===== src/design/tbfe_pkg.sv =====
`timescale 1ns / 1ps
// ----------------------------------------------------------------------------
// tbfe_pkg
// shared types, codes and arithmetic helpers of the three-band fir equalizer
// ----------------------------------------------------------------------------
package tbfe_pkg;

	localparam int NumTapsDef = 128;
	localparam int NumBands   = 3;
	localparam int NumGains   = 7;

	localparam logic [1:0] BAND_LOW  = 2'd0;
	localparam logic [1:0] BAND_MID  = 2'd1;
	localparam logic [1:0] BAND_HIGH = 2'd2;
	localparam logic [2:0] GAIN_RESET = 3'd3;
	localparam logic [2:0] GAIN_LAST  = 3'(NumGains - 1);

	typedef enum logic [2:0] {
		CMD_SAMPLE    = 3'd0,
		CMD_LOAD      = 3'd1,
		CMD_NEXT_BAND = 3'd2,
		CMD_GAIN_STEP = 3'd3,
		CMD_BYPASS    = 3'd4
	} cmd_e;

	typedef enum logic [1:0] {
		JOB_SAMPLE,
		JOB_LOAD,
		JOB_GAIN
	} job_kind_t;

	typedef struct packed {
		logic [2:0]          command;
		logic signed [15:0]  left_sample;
		logic signed [15:0]  right_sample;
		logic [1:0]          band_sel;
		logic [6:0]          tap_index;
		logic signed [15:0]  tap_value;
	} in_item_t;

	typedef struct packed {
		logic signed [15:0]  left_out;
		logic signed [15:0]  right_out;
		logic                bypass_on;
		logic [1:0]          selected_band;
		logic [2:0]          low_gain_index;
		logic [2:0]          mid_gain_index;
		logic [2:0]          high_gain_index;
	} out_item_t;

	// one queued job for the back end, with a snapshot of the key state
	typedef struct packed {
		job_kind_t                   kind;
		logic signed [15:0]          left;
		logic signed [15:0]          right;
		logic [1:0]                  band;
		logic [6:0]                  idx;
		logic signed [15:0]          value;
		logic [2:0]                  gain_idx;
		logic                        bypass;
		logic [1:0]                  sel_band;
		logic [NumBands-1:0][2:0]    gains;
	} job_t;

	// q15 gain steps
	function automatic logic [15:0] gain_q15(input logic [2:0] idx);
		logic [15:0] g;
		case (idx)
			3'd0:    g = 16'h080A;
			3'd1:    g = 16'h100A;
			3'd2:    g = 16'h16A7;
			3'd3:    g = 16'h2000;
			3'd4:    g = 16'h2D34;
			3'd5:    g = 16'h3FD9;
			3'd6:    g = 16'h7F65;
			default: g = 16'h0000;
		endcase
		return g;
	endfunction

	// signed divide by 3, truncating toward zero, via reciprocal 2^17/3
	function automatic logic signed [15:0] div3(input logic signed [15:0] v);
		logic [15:0] mag;
		logic [31:0] p;
		logic [15:0] q;
		mag = v[15] ? 16'(-v) : 16'(v);
		p = 32'(mag) * 32'd43691;
		q = {1'b0, p[31:17]};
		return v[15] ? -$signed(q) : $signed(q);
	endfunction

endpackage


===== src/design/tbfe_queue.sv =====
`timescale 1ns / 1ps
// ----------------------------------------------------------------------------
// tbfe_queue
// two-entry job queue between front and back end
// ----------------------------------------------------------------------------
module tbfe_queue (
	input  logic           clk,
	input  logic           arst_n,
	input  logic           push_valid,
	output logic           push_ready,
	input  tbfe_pkg::job_t push_job,
	output logic           pop_valid,
	input  logic           pop_ready,
	output tbfe_pkg::job_t pop_job
);
	import tbfe_pkg::*;

	job_t       slot_q [2];
	logic       wr_q;
	logic       rd_q;
	logic [1:0] cnt_q;
	logic       push;
	logic       pop;

	assign push_ready = (cnt_q != 2'd2);
	assign pop_valid  = (cnt_q != 2'd0);
	assign pop_job    = slot_q[rd_q];
	assign push       = push_valid && push_ready;
	assign pop        = pop_valid && pop_ready;

	always_ff @(posedge clk) begin
		if (push) begin
			slot_q[wr_q] <= push_job;
		end
	end

	always_ff @(posedge clk or negedge arst_n) begin
		if (!arst_n) begin
			wr_q  <= 1'b0;
			rd_q  <= 1'b0;
			cnt_q <= 2'd0;
		end else begin
			if (push) wr_q <= !wr_q;
			if (pop) rd_q <= !rd_q;
			cnt_q <= cnt_q + 2'(push) - 2'(pop);
		end
	end

endmodule


===== config.mk =====
export PLATFORM = sky130hd
export DESIGN_NAME = tbfe_queue
export DESIGN_NICKNAME = d
export VERILOG_FILES = /design/src/design/tbfe_pkg.sv /design/src/design/tbfe_queue.sv
export SDC_FILE = /design/constraint.sdc
export NUM_CORES = 1
export LEC_CHECK = 0
export BUFFER_PORTS_ARGS = -buffer_cell sky130_fd_sc_hd__buf_4
export CAP_MARGIN = 15
export CORE_UTILIZATION = 40
export DETAILED_ROUTE_END_ITERATION = 8
export PLACE_DENSITY = 0.64
export SYNTH_ARGS = -nofsm -noshare
export SYNTH_HDL_FRONTEND = slang
export SYNTH_SLANG_ARGS = --single-unit

===== constraint.sdc =====
create_clock -name clk -period 4.3 [get_ports clk]
set_clock_uncertainty 0.15 [all_clocks]
set_input_delay 0.645 -clock clk [delete_from_list [all_inputs] [get_ports clk]]
set_output_delay 0.645 -clock clk [all_outputs]
set_load 0.01 [all_outputs]

==> metrics.yaml <==
period_share: 0.683
initial_core_util: 0.416
synth_seq_cells: 152
clk_latency_ns: 0.41
start_kind: "flop"
grt_antenna_before_repair: 0
die-width_um: 120
cts_tree: "built"
status: "finished, final reports clean"
vias: 2865
critPathCaptureType: "primary output"
syn_inst: 252
netlist_area_sq_um: 5570
clk_pin_slew_ns: 0.06
synth_fp_nets: 331
io_buffers: 153
worstSetupPathType: "reg2out"
required_ns: 3.50
synth_most_common_cell: "edfxtp_1"
fp.dieH_um: 120
firstDrtPassIters: 4
p_per_area_nw_per_um2: 689
numClockSinks: 152
path_max_fanout: 75
die_area_sq_um: 14400
antenna_left: 0
swShare: 0.268
dpl_cell_area_sq_um: 6900
synthTopCellsByArea: "edfxtp_1 (80%), mux2_2 (15%), dfrtp_1 (1.8%), buf_6 (1.0%), xnor2_1 (0.47%)"
synth-async-reset-ratio: 0.0263
ys_seq_area_frac: 0.815
stdcell_count: 608
slew_viol_final: 0
combPwrFrac: 0.274
ir_drop_v: 0.000467
numCtsBuffers: 17
place_inst: 575
fillers: 1076
finalSetupTns_ns: 0
synth_top_area_cell: "edfxtp_1"
grt_pass1_vias: 2992
worst_ep_arrival_time_ns: 2.14
row_count: 42
cts_setup_buffers: 0
avgSynthCellArea_sq_um: 22.1
relSlewSlack: 0.303
grt_first_pass_wirelength_um: 14900
place.gp.congestion: 0.709
overflow: 0
cts_buffer_depth: 2
grt_max_degree: 76
max_freq_mhz: 341
fin_hold_ws_ns: 0.269
drv_cap: 0
root_buffer: "clkbuf_16"
cpPeakStageDelay_ns: 1.12
dpl.hpwl_um: 6020
nets: 498
yosysWarnings: 0
initialDrtViolationCount: 129
tightest_slew_ns: 1.05
setup_viol: 0
synthTopCellsByCount: "edfxtp_1 (148), mux2_2 (74), buf_6 (5), dfrtp_1 (4)"
area_growth_pct: 34.9
synth_top_area_share: 0.797
post-route-util: 0.561
p_switching_mw: 1.39
pin_count: 154
crit_path_top_delay_cell: "dfrtp_4"
internal_power_mw: 3.80
min_path_type: "in2reg"
synth-main-ff-cell: "edfxtp_1"
htreeDepth: 4
synth-edff-count: 148
hold_viol: 0
totalWireLength_um: 9770
period_needed_ns: 2.94
ctsResizeCount: 0
seqPwrFrac: 0.434
post_route_cells_drive_above_1_share: 0.606
path_cells: "mux2_2, buf_4"
drc: 0
pwr-share-clk: 0.293
grtUsageTotal: 0.140
avgRoutedWirePerCell_um: 16.1
synthDistinctLibCells: 19
leakage_nw: 2.79
design_area_sq_um: 7520
viasPerCell: 4.71
coreArea_sq_um: 13400
diodes: 0
rsz0062_at_grt: "no"
[critical path, delay by kind of cell, from the launching register on]
| kind | cells | cell delay [ns] |
|---|---|---|
| buffers and inverters | 1 | 0.15 |
| DFF | 1 | 1.12 |
| muxes | 1 | 0.44 |
[path summary, 6_finish.rpt]
kind,from,endpoint,slack [ns],cells past startpoint
worst max-delay path,rd_q,pop_job[30],1.36,2
worst min-delay path,push_job[7],slot_q[1][7],0.27,1
worst max register to register,cnt_q[0],slot_q[0][0],2.10,4
worst min register to register,wr_q,wr_q,0.41,1
max in group asynchronous,arst_n,rd_q,3.43,2
min in group asynchronous,arst_n,cnt_q[1],0.45,2
[registers in the layout, summed over array words and instances (netlist names)]
name and count:
cnt_q 2, rd_q 1, slot_q 148, wr_q 1
[metal layers]
layer | GRT usage | routed length (um)
met1 | 0.161 | 3990
met2 | 0.230 | 4860
met3 | 0.0594 | 846
met4 | 0.0570 | 73
met5 | 0 | 0
[layout make-up]
class	instances	area, sq um	area share
Timing Repair Buffer	156	1170	0.156
Clock inverter	13	176	0.0235
Multi-Input combinational cell	92	967	0.129
Sequential cell	152	4550	0.605
Clock buffer	19	433	0.0576
Tap cell	176	220	0.0293
[metrics by stage]
stage	power, mW	setup WS, ns
after global routing	5.43	1.24
final	5.18	1.36
after detailed placement	3.73	1.76
after floorplan	3.05	1.08
after global placement	3.72	1.75
after CTS	5.26	1.30
[repair_timing]
action	CTS	global route
hold buffers	1	0
hold endpoints to repair	4	0
endpoints found under the setup margin	0	0
[cells in the final DEF (no fill, tap or decap), types with 2 or more instances in the layout]
cell,instances
buf_4,155
bufinv_16,4
clkbuf_1,2
clkbuf_16,17
clkinv_1,2
clkinv_2,2
clkinvlp_4,4
dfrtp_1,3
edfxtp_1,148
mux2_2,74
nand2_1,2
nor2_1,2
xnor2_1,3
[power groups by stage]
stage	combinational (mW)	sequential [mW]	clock, mW
after floorplan	0.927	2.12	0
after global placement	1.44	2.27	0
after detailed placement	1.44	2.29	0
after CTS	1.45	2.26	1.55
after global routing	1.52	2.30	1.62
final	1.42	2.25	1.52
[cell families after synthesis]
family / share of synthesized area
adder cells (fa/ha/maj): 0.00224
flip-flops: 0.815
AO/OA/AOI/OAI: 0.00426
AND/OR/NAND/NOR: 0.0108
multiplexers: 0.149
XOR/XNOR: 0.00471
buffers and inverters: 0.0132
Power figures use the tool's default switching activity.
