**src/design/tbfe_pkg.sv**
```systemverilog
`timescale 1ns / 1ps
// ----------------------------------------------------------------------------
// tbfe_pkg
// shared types, codes and arithmetic helpers of the three-band fir equalizer
// ----------------------------------------------------------------------------
package tbfe_pkg;

	localparam int NumTapsDef = 128;
	localparam int NumBands   = 3;
	localparam int NumGains   = 7;

	localparam logic [1:0] BAND_LOW  = 2'd0;
	localparam logic [1:0] BAND_MID  = 2'd1;
	localparam logic [1:0] BAND_HIGH = 2'd2;
	localparam logic [2:0] GAIN_RESET = 3'd3;
	localparam logic [2:0] GAIN_LAST  = 3'(NumGains - 1);

	typedef enum logic [2:0] {
		CMD_SAMPLE    = 3'd0,
		CMD_LOAD      = 3'd1,
		CMD_NEXT_BAND = 3'd2,
		CMD_GAIN_STEP = 3'd3,
		CMD_BYPASS    = 3'd4
	} cmd_e;

	typedef enum logic [1:0] {
		JOB_SAMPLE,
		JOB_LOAD,
		JOB_GAIN
	} job_kind_t;

	typedef struct packed {
		logic [2:0]          command;
		logic signed [15:0]  left_sample;
		logic signed [15:0]  right_sample;
		logic [1:0]          band_sel;
		logic [6:0]          tap_index;
		logic signed [15:0]  tap_value;
	} in_item_t;

	typedef struct packed {
		logic signed [15:0]  left_out;
		logic signed [15:0]  right_out;
		logic                bypass_on;
		logic [1:0]          selected_band;
		logic [2:0]          low_gain_index;
		logic [2:0]          mid_gain_index;
		logic [2:0]          high_gain_index;
	} out_item_t;

	// one queued job for the back end, with a snapshot of the key state
	typedef struct packed {
		job_kind_t                   kind;
		logic signed [15:0]          left;
		logic signed [15:0]          right;
		logic [1:0]                  band;
		logic [6:0]                  idx;
		logic signed [15:0]          value;
		logic [2:0]                  gain_idx;
		logic                        bypass;
		logic [1:0]                  sel_band;
		logic [NumBands-1:0][2:0]    gains;
	} job_t;

	// q15 gain steps
	function automatic logic [15:0] gain_q15(input logic [2:0] idx);
		logic [15:0] g;
		case (idx)
			3'd0:    g = 16'h080A;
			3'd1:    g = 16'h100A;
			3'd2:    g = 16'h16A7;
			3'd3:    g = 16'h2000;
			3'd4:    g = 16'h2D34;
			3'd5:    g = 16'h3FD9;
			3'd6:    g = 16'h7F65;
			default: g = 16'h0000;
		endcase
		return g;
	endfunction

	// signed divide by 3, truncating toward zero, via reciprocal 2^17/3
	function automatic logic signed [15:0] div3(input logic signed [15:0] v);
		logic [15:0] mag;
		logic [31:0] p;
		logic [15:0] q;
		mag = v[15] ? 16'(-v) : 16'(v);
		p = 32'(mag) * 32'd43691;
		q = {1'b0, p[31:17]};
		return v[15] ? -$signed(q) : $signed(q);
	endfunction

endpackage

```
**src/design/tbfe_front.sv**
```systemverilog
`timescale 1ns / 1ps
// ----------------------------------------------------------------------------
// tbfe_front
// accepts requests, keeps the key state, queues jobs for the back end
// ----------------------------------------------------------------------------
module tbfe_front #(
	parameter int NUM_TAPS = tbfe_pkg::NumTapsDef
) (
	input  logic               clk,
	input  logic               arst_n,
	input  logic               cmd_valid,
	output logic               cmd_ready,
	input  tbfe_pkg::in_item_t cmd,
	input  logic               clearing,
	output logic               job_valid,
	input  logic               job_ready,
	output tbfe_pkg::job_t     job
);
	import tbfe_pkg::*;

	logic [1:0]               band_q;
	logic [NumBands-1:0][2:0] gain_q;
	logic                     bypass_q;
	logic                     accept;
	logic [2:0]               gain_cur;
	logic [2:0]               gain_nxt;
	logic                     load_ok;

	assign cmd_ready = job_ready && !clearing;
	assign accept    = cmd_valid && cmd_ready;
	assign gain_cur  = gain_q[band_q];
	assign gain_nxt  = (gain_cur == GAIN_LAST) ? 3'd0 : gain_cur + 3'd1;
	assign load_ok   = (cmd.band_sel <= BAND_HIGH) && (32'(cmd.tap_index) < NUM_TAPS);

	always_comb begin
		job          = '0;
		job.left     = cmd.left_sample;
		job.right    = cmd.right_sample;
		job.band     = cmd.band_sel;
		job.idx      = cmd.tap_index;
		job.value    = cmd.tap_value;
		job.bypass   = bypass_q;
		job.sel_band = band_q;
		job.gains    = gain_q;
		job.kind     = JOB_SAMPLE;
		job.gain_idx = gain_nxt;
		job_valid    = 1'b0;
		unique case (cmd_e'(cmd.command))
			CMD_SAMPLE: begin
				job_valid = cmd_valid && !clearing;
			end
			CMD_LOAD: begin
				job.kind  = JOB_LOAD;
				job_valid = cmd_valid && !clearing && load_ok;
			end
			CMD_GAIN_STEP: begin
				job.kind  = JOB_GAIN;
				job.band  = band_q;
				job_valid = cmd_valid && !clearing;
			end
			default: begin
				job_valid = 1'b0;
			end
		endcase
	end

	always_ff @(posedge clk or negedge arst_n) begin
		if (!arst_n) begin
			band_q   <= BAND_LOW;
			gain_q   <= {NumBands{GAIN_RESET}};
			bypass_q <= 1'b1;
		end else if (accept) begin
			unique case (cmd_e'(cmd.command))
				CMD_NEXT_BAND: band_q <= (band_q == BAND_HIGH) ? BAND_LOW : band_q + 2'd1;
				CMD_GAIN_STEP: gain_q[band_q] <= gain_nxt;
				CMD_BYPASS:    bypass_q <= !bypass_q;
				default:       bypass_q <= bypass_q;
			endcase
		end
	end

endmodule

```
**config.mk**
```make
export PLATFORM = sky130hd
export DESIGN_NAME = tbfe_front
export DESIGN_NICKNAME = d
export VERILOG_FILES = /design/src/design/tbfe_pkg.sv /design/src/design/tbfe_front.sv
export SDC_FILE = /design/constraint.sdc
export NUM_CORES = 1
export LEC_CHECK = 0
export ABC_AREA = 1
export ABC_CLOCK_PERIOD_IN_PS = 2800
export BUFFER_PORTS_ARGS = -buffer_cell sky130_fd_sc_hd__clkbuf_2
export CORE_MARGIN = 1.5
export CORE_UTILIZATION = 36
export CTS_BUF_LIST = sky130_fd_sc_hd__clkbuf_4 sky130_fd_sc_hd__clkbuf_8
export DETAILED_ROUTE_END_ITERATION = 8
export GPL_TIMING_DRIVEN = 0
export MAX_ROUTING_LAYER = met4
export PLACE_DENSITY = 0.87
export SKIP_LAST_GASP = 1
export SYNTH_ARGS = -nofsm -noshare
export SYNTH_HDL_FRONTEND = slang
export SYNTH_SLANG_ARGS = --single-unit
```
**constraint.sdc**
```tcl
create_clock -name clk -period 2.8 [get_ports clk]
set_input_delay 0.28 -clock clk [delete_from_list [all_inputs] [get_ports clk]]
set_output_delay 0.28 -clock clk [all_outputs]
set_load 0.005 [all_outputs]
```
==> run metrics <==
status=completed; CTS buffer count=3; CTS tree=done; clock period minus worst slack=1.913 ns; FP Rows=20; startpoint types=flop; Syn. warnings=0; CP Capture Type=primary output; synth unique cells=20; total track usage=0.1463; RR Endpoint=job[6]; CP most frequent cell=nand2_1; DR WL/cell=9.640 um; Worst Max-Slew Pin Slew=0.3107 ns; most instantiated library cell after synthesis=buf_4; Hold WS=0.2837 ns; Hold Crit Start=cmd[59]; pwr dens=432.7 nW/um^2; Setup-failing EPs final=0; crit path kind=flop to primary output; Async SR Flop Fraction=1.000; clk sinks=12; register-to-register setup slack=1.46 ns; unrepaired setup endpoints after global routing=no; total chip power=730.4 uW; Detail Route Antenna Nets=0; setup TNS=0 ns; I/O pin total=141; largest area contributor in the netlist=buf_4; Worst Path Required=2.52 ns; Final #Nets=314; Final HPWL DP=2470 um; number of antenna violations at the first check in global routing=0; cell area after synthesis=1167 sq um; Peak VDD IR=0.1622 mV; critical-path cell list=buf_6 -> nor2_1 -> nand2_1 -> nand3_2 -> nand2_1 -> a21boi_0 -> clkbuf_2; top post-synthesis cells by count=buf_4, nand2_1, nand3_1; largest net degree at the start of global routing=13; Lkg Pwr=0.001023 uW; fmax=0.5227 GHz; Hold Crit Depth=3; Hold Vio Cnt, Final=0; clock latency on the worst-skew pair=0.28 ns; die width=59.95 um; Die Ht=59.95 um; diode count=0; CTS resizes=0; synthesized instance count=158; # port buffers=85; Area Growth Syn to Fin=44.59%; Post-Route WL=2815 um; vias in the first global route=947; core area=3078 sq um; Hold Path End=bypass_q; Hold Path Class=input pin to flop; top cells by area, synth=buf_4, dfstp_2, dfrtp_1; DIE AREA=3593 sq um; sequential share of the synthesized area=0.2647; Via density=4.182; Clock Tree Root=clkbuf_4; worst relative slew slack=0.7929; R2R Path Start=band_q[1]; Mean Syn Cell Area=7.388 sq um; Largest stage delay, worst path=0.39 ns; worst clock skew=0.007087 ns; ys flop type=dfstp_2; CP arrival=1.63 ns; Via Count=1221; share of cells above drive strength 1=0.6935; Final Max Tran Viols=0; CP max-delay cell=dfrtp_1; #FFs+latches synth=12; first-pass GRT wire length=3884 um; CTS clk-pin slew, worst paths=0.08 ns; Reg2Reg Depth=7; clock buffer depth=2; DR pass1 iterations=4; Synth Net Count=223; Tcrit/Tclk final=0.6833; H-Tree Depth=1; DR iter-0 viols=19; MaxCap Viol Count=0; Starting Density=0.3793; Synth top area share=0.3601; drc violations=0; total gr overflow=0; Critical Path Fanout Max=8; GPL Wtd Cong=0.9423; Post-synth EDFFs=0
-- metal layers --
layer | global-route usage | wire length [um] | up-vias
met4 | 0.04762 | 21 | 0
met1 | 0.1649 | 1065 | 525
met3 | 0.02814 | 272 | 3
met2 | 0.2578 | 1454 | 75
li1 | - | - | 618
met5 | - | 0 | -
-- power by group --
| part | leakage [uW] | total (uW) | internal, uW | switching [uW] |
|---|---|---|---|---|
| clock | 0.0000184 | 125 | 65.0 | 59.5 |
| sequential | 0.000140 | 248 | 218 | 29.4 |
| combinational | 0.000865 | 358 | 180 | 178 |
| total | 0.00102 | 730 | 463 | 267 |
-- state kept, by name, summed over array words and instances (netlist names) --
signal,flops
band_q,2
bypass_q,1
job,9
-- cell usage in the layout, fill, tap and decap left out --
cell type / synthesis / layout
clkbuf_2: 0 / 85
buf_4: 56 / 56
nand2_1: 28 / 28
nand3_1: 13 / 13
inv_1: 11 / 11
dfstp_2: 7 / 7
inv_2: 6 / 6
nand2_2: 6 / 6
o21ai_0: 5 / 5
dfrtp_1: 5 / 5
clkbuf_4: 0 / 4
nor2_1: 3 / 3
nand3_2: 3 / 3
nor2_2: 3 / 3
o21ai_1: 3 / 3
a21oi_1: 2 / 2
nand4_1: 2 / 2
buf_6: 1 / 1
nor2_4: 1 / 1
a21boi_0: 1 / 1
nor3_1: 1 / 1
xnor2_1: 1 / 1
dlygate4sd3_1: 0 / 1
-- area by class of cell --
type,count,area (sq um)
plain buffers,57,431.7
fillers,309,1390
well taps,44,55.05
inverters,17,63.81
multi-input cells,72,362.8
repair buffers,86,435.4
flip-flops and latches,12,309.0
clock buffers,4,30.03
-- worst max path at each step --
stage,from,to,slack [ns],cells after the start
global placement,band_q[1],job[13],1.17,7
detailed placement,band_q[1],job[13],1.18,7
CTS,band_q[1],job[13],0.87,7
finish,band_q[1],job[13],0.89,7
floorplan,band_q[1],job[13],1.42,6
global route,band_q[0],job[13],0.77,6
-- metrics by stage --
stage,setup slack [ns],cell area [sq um],util,std cells
6_report,0.8868,1688,0.5484,292
3_5_place_dp,1.184,1648,0.5354,287
5_1_grt,0.7697,1688,0.5484,292
2_1_floorplan,1.424,1167,-,158
3_3_place_gp,1.168,1648,0.5354,287
4_1_cts,0.8725,1688,0.5484,292
-- what timing repair did --
action | in CTS | in global routing
endpoints found under the setup margin | 0 | 0
hold buffers | 1 | 0
buffers inserted | 0 | 0
hold endpoints to repair | 5 | 0
-- logic make-up after synthesis --
group	Yosys count	synth area share
flops	12	0.2647
compound gates	11	0.04930
simple gates	60	0.2540
xor+xnor	1	0.007504
buf+inv	74	0.4244
-- worst max-delay path: cells and delay by family (launching register included) --
family | cells | cell delay, ns
AOI/OAI and AO/OA | 1 | 0.20
DFF | 1 | 0.39
buffers and inverters | 2 | 0.29
and+or+nand+nor | 4 | 0.47
(Power assumes the default switching activity.)
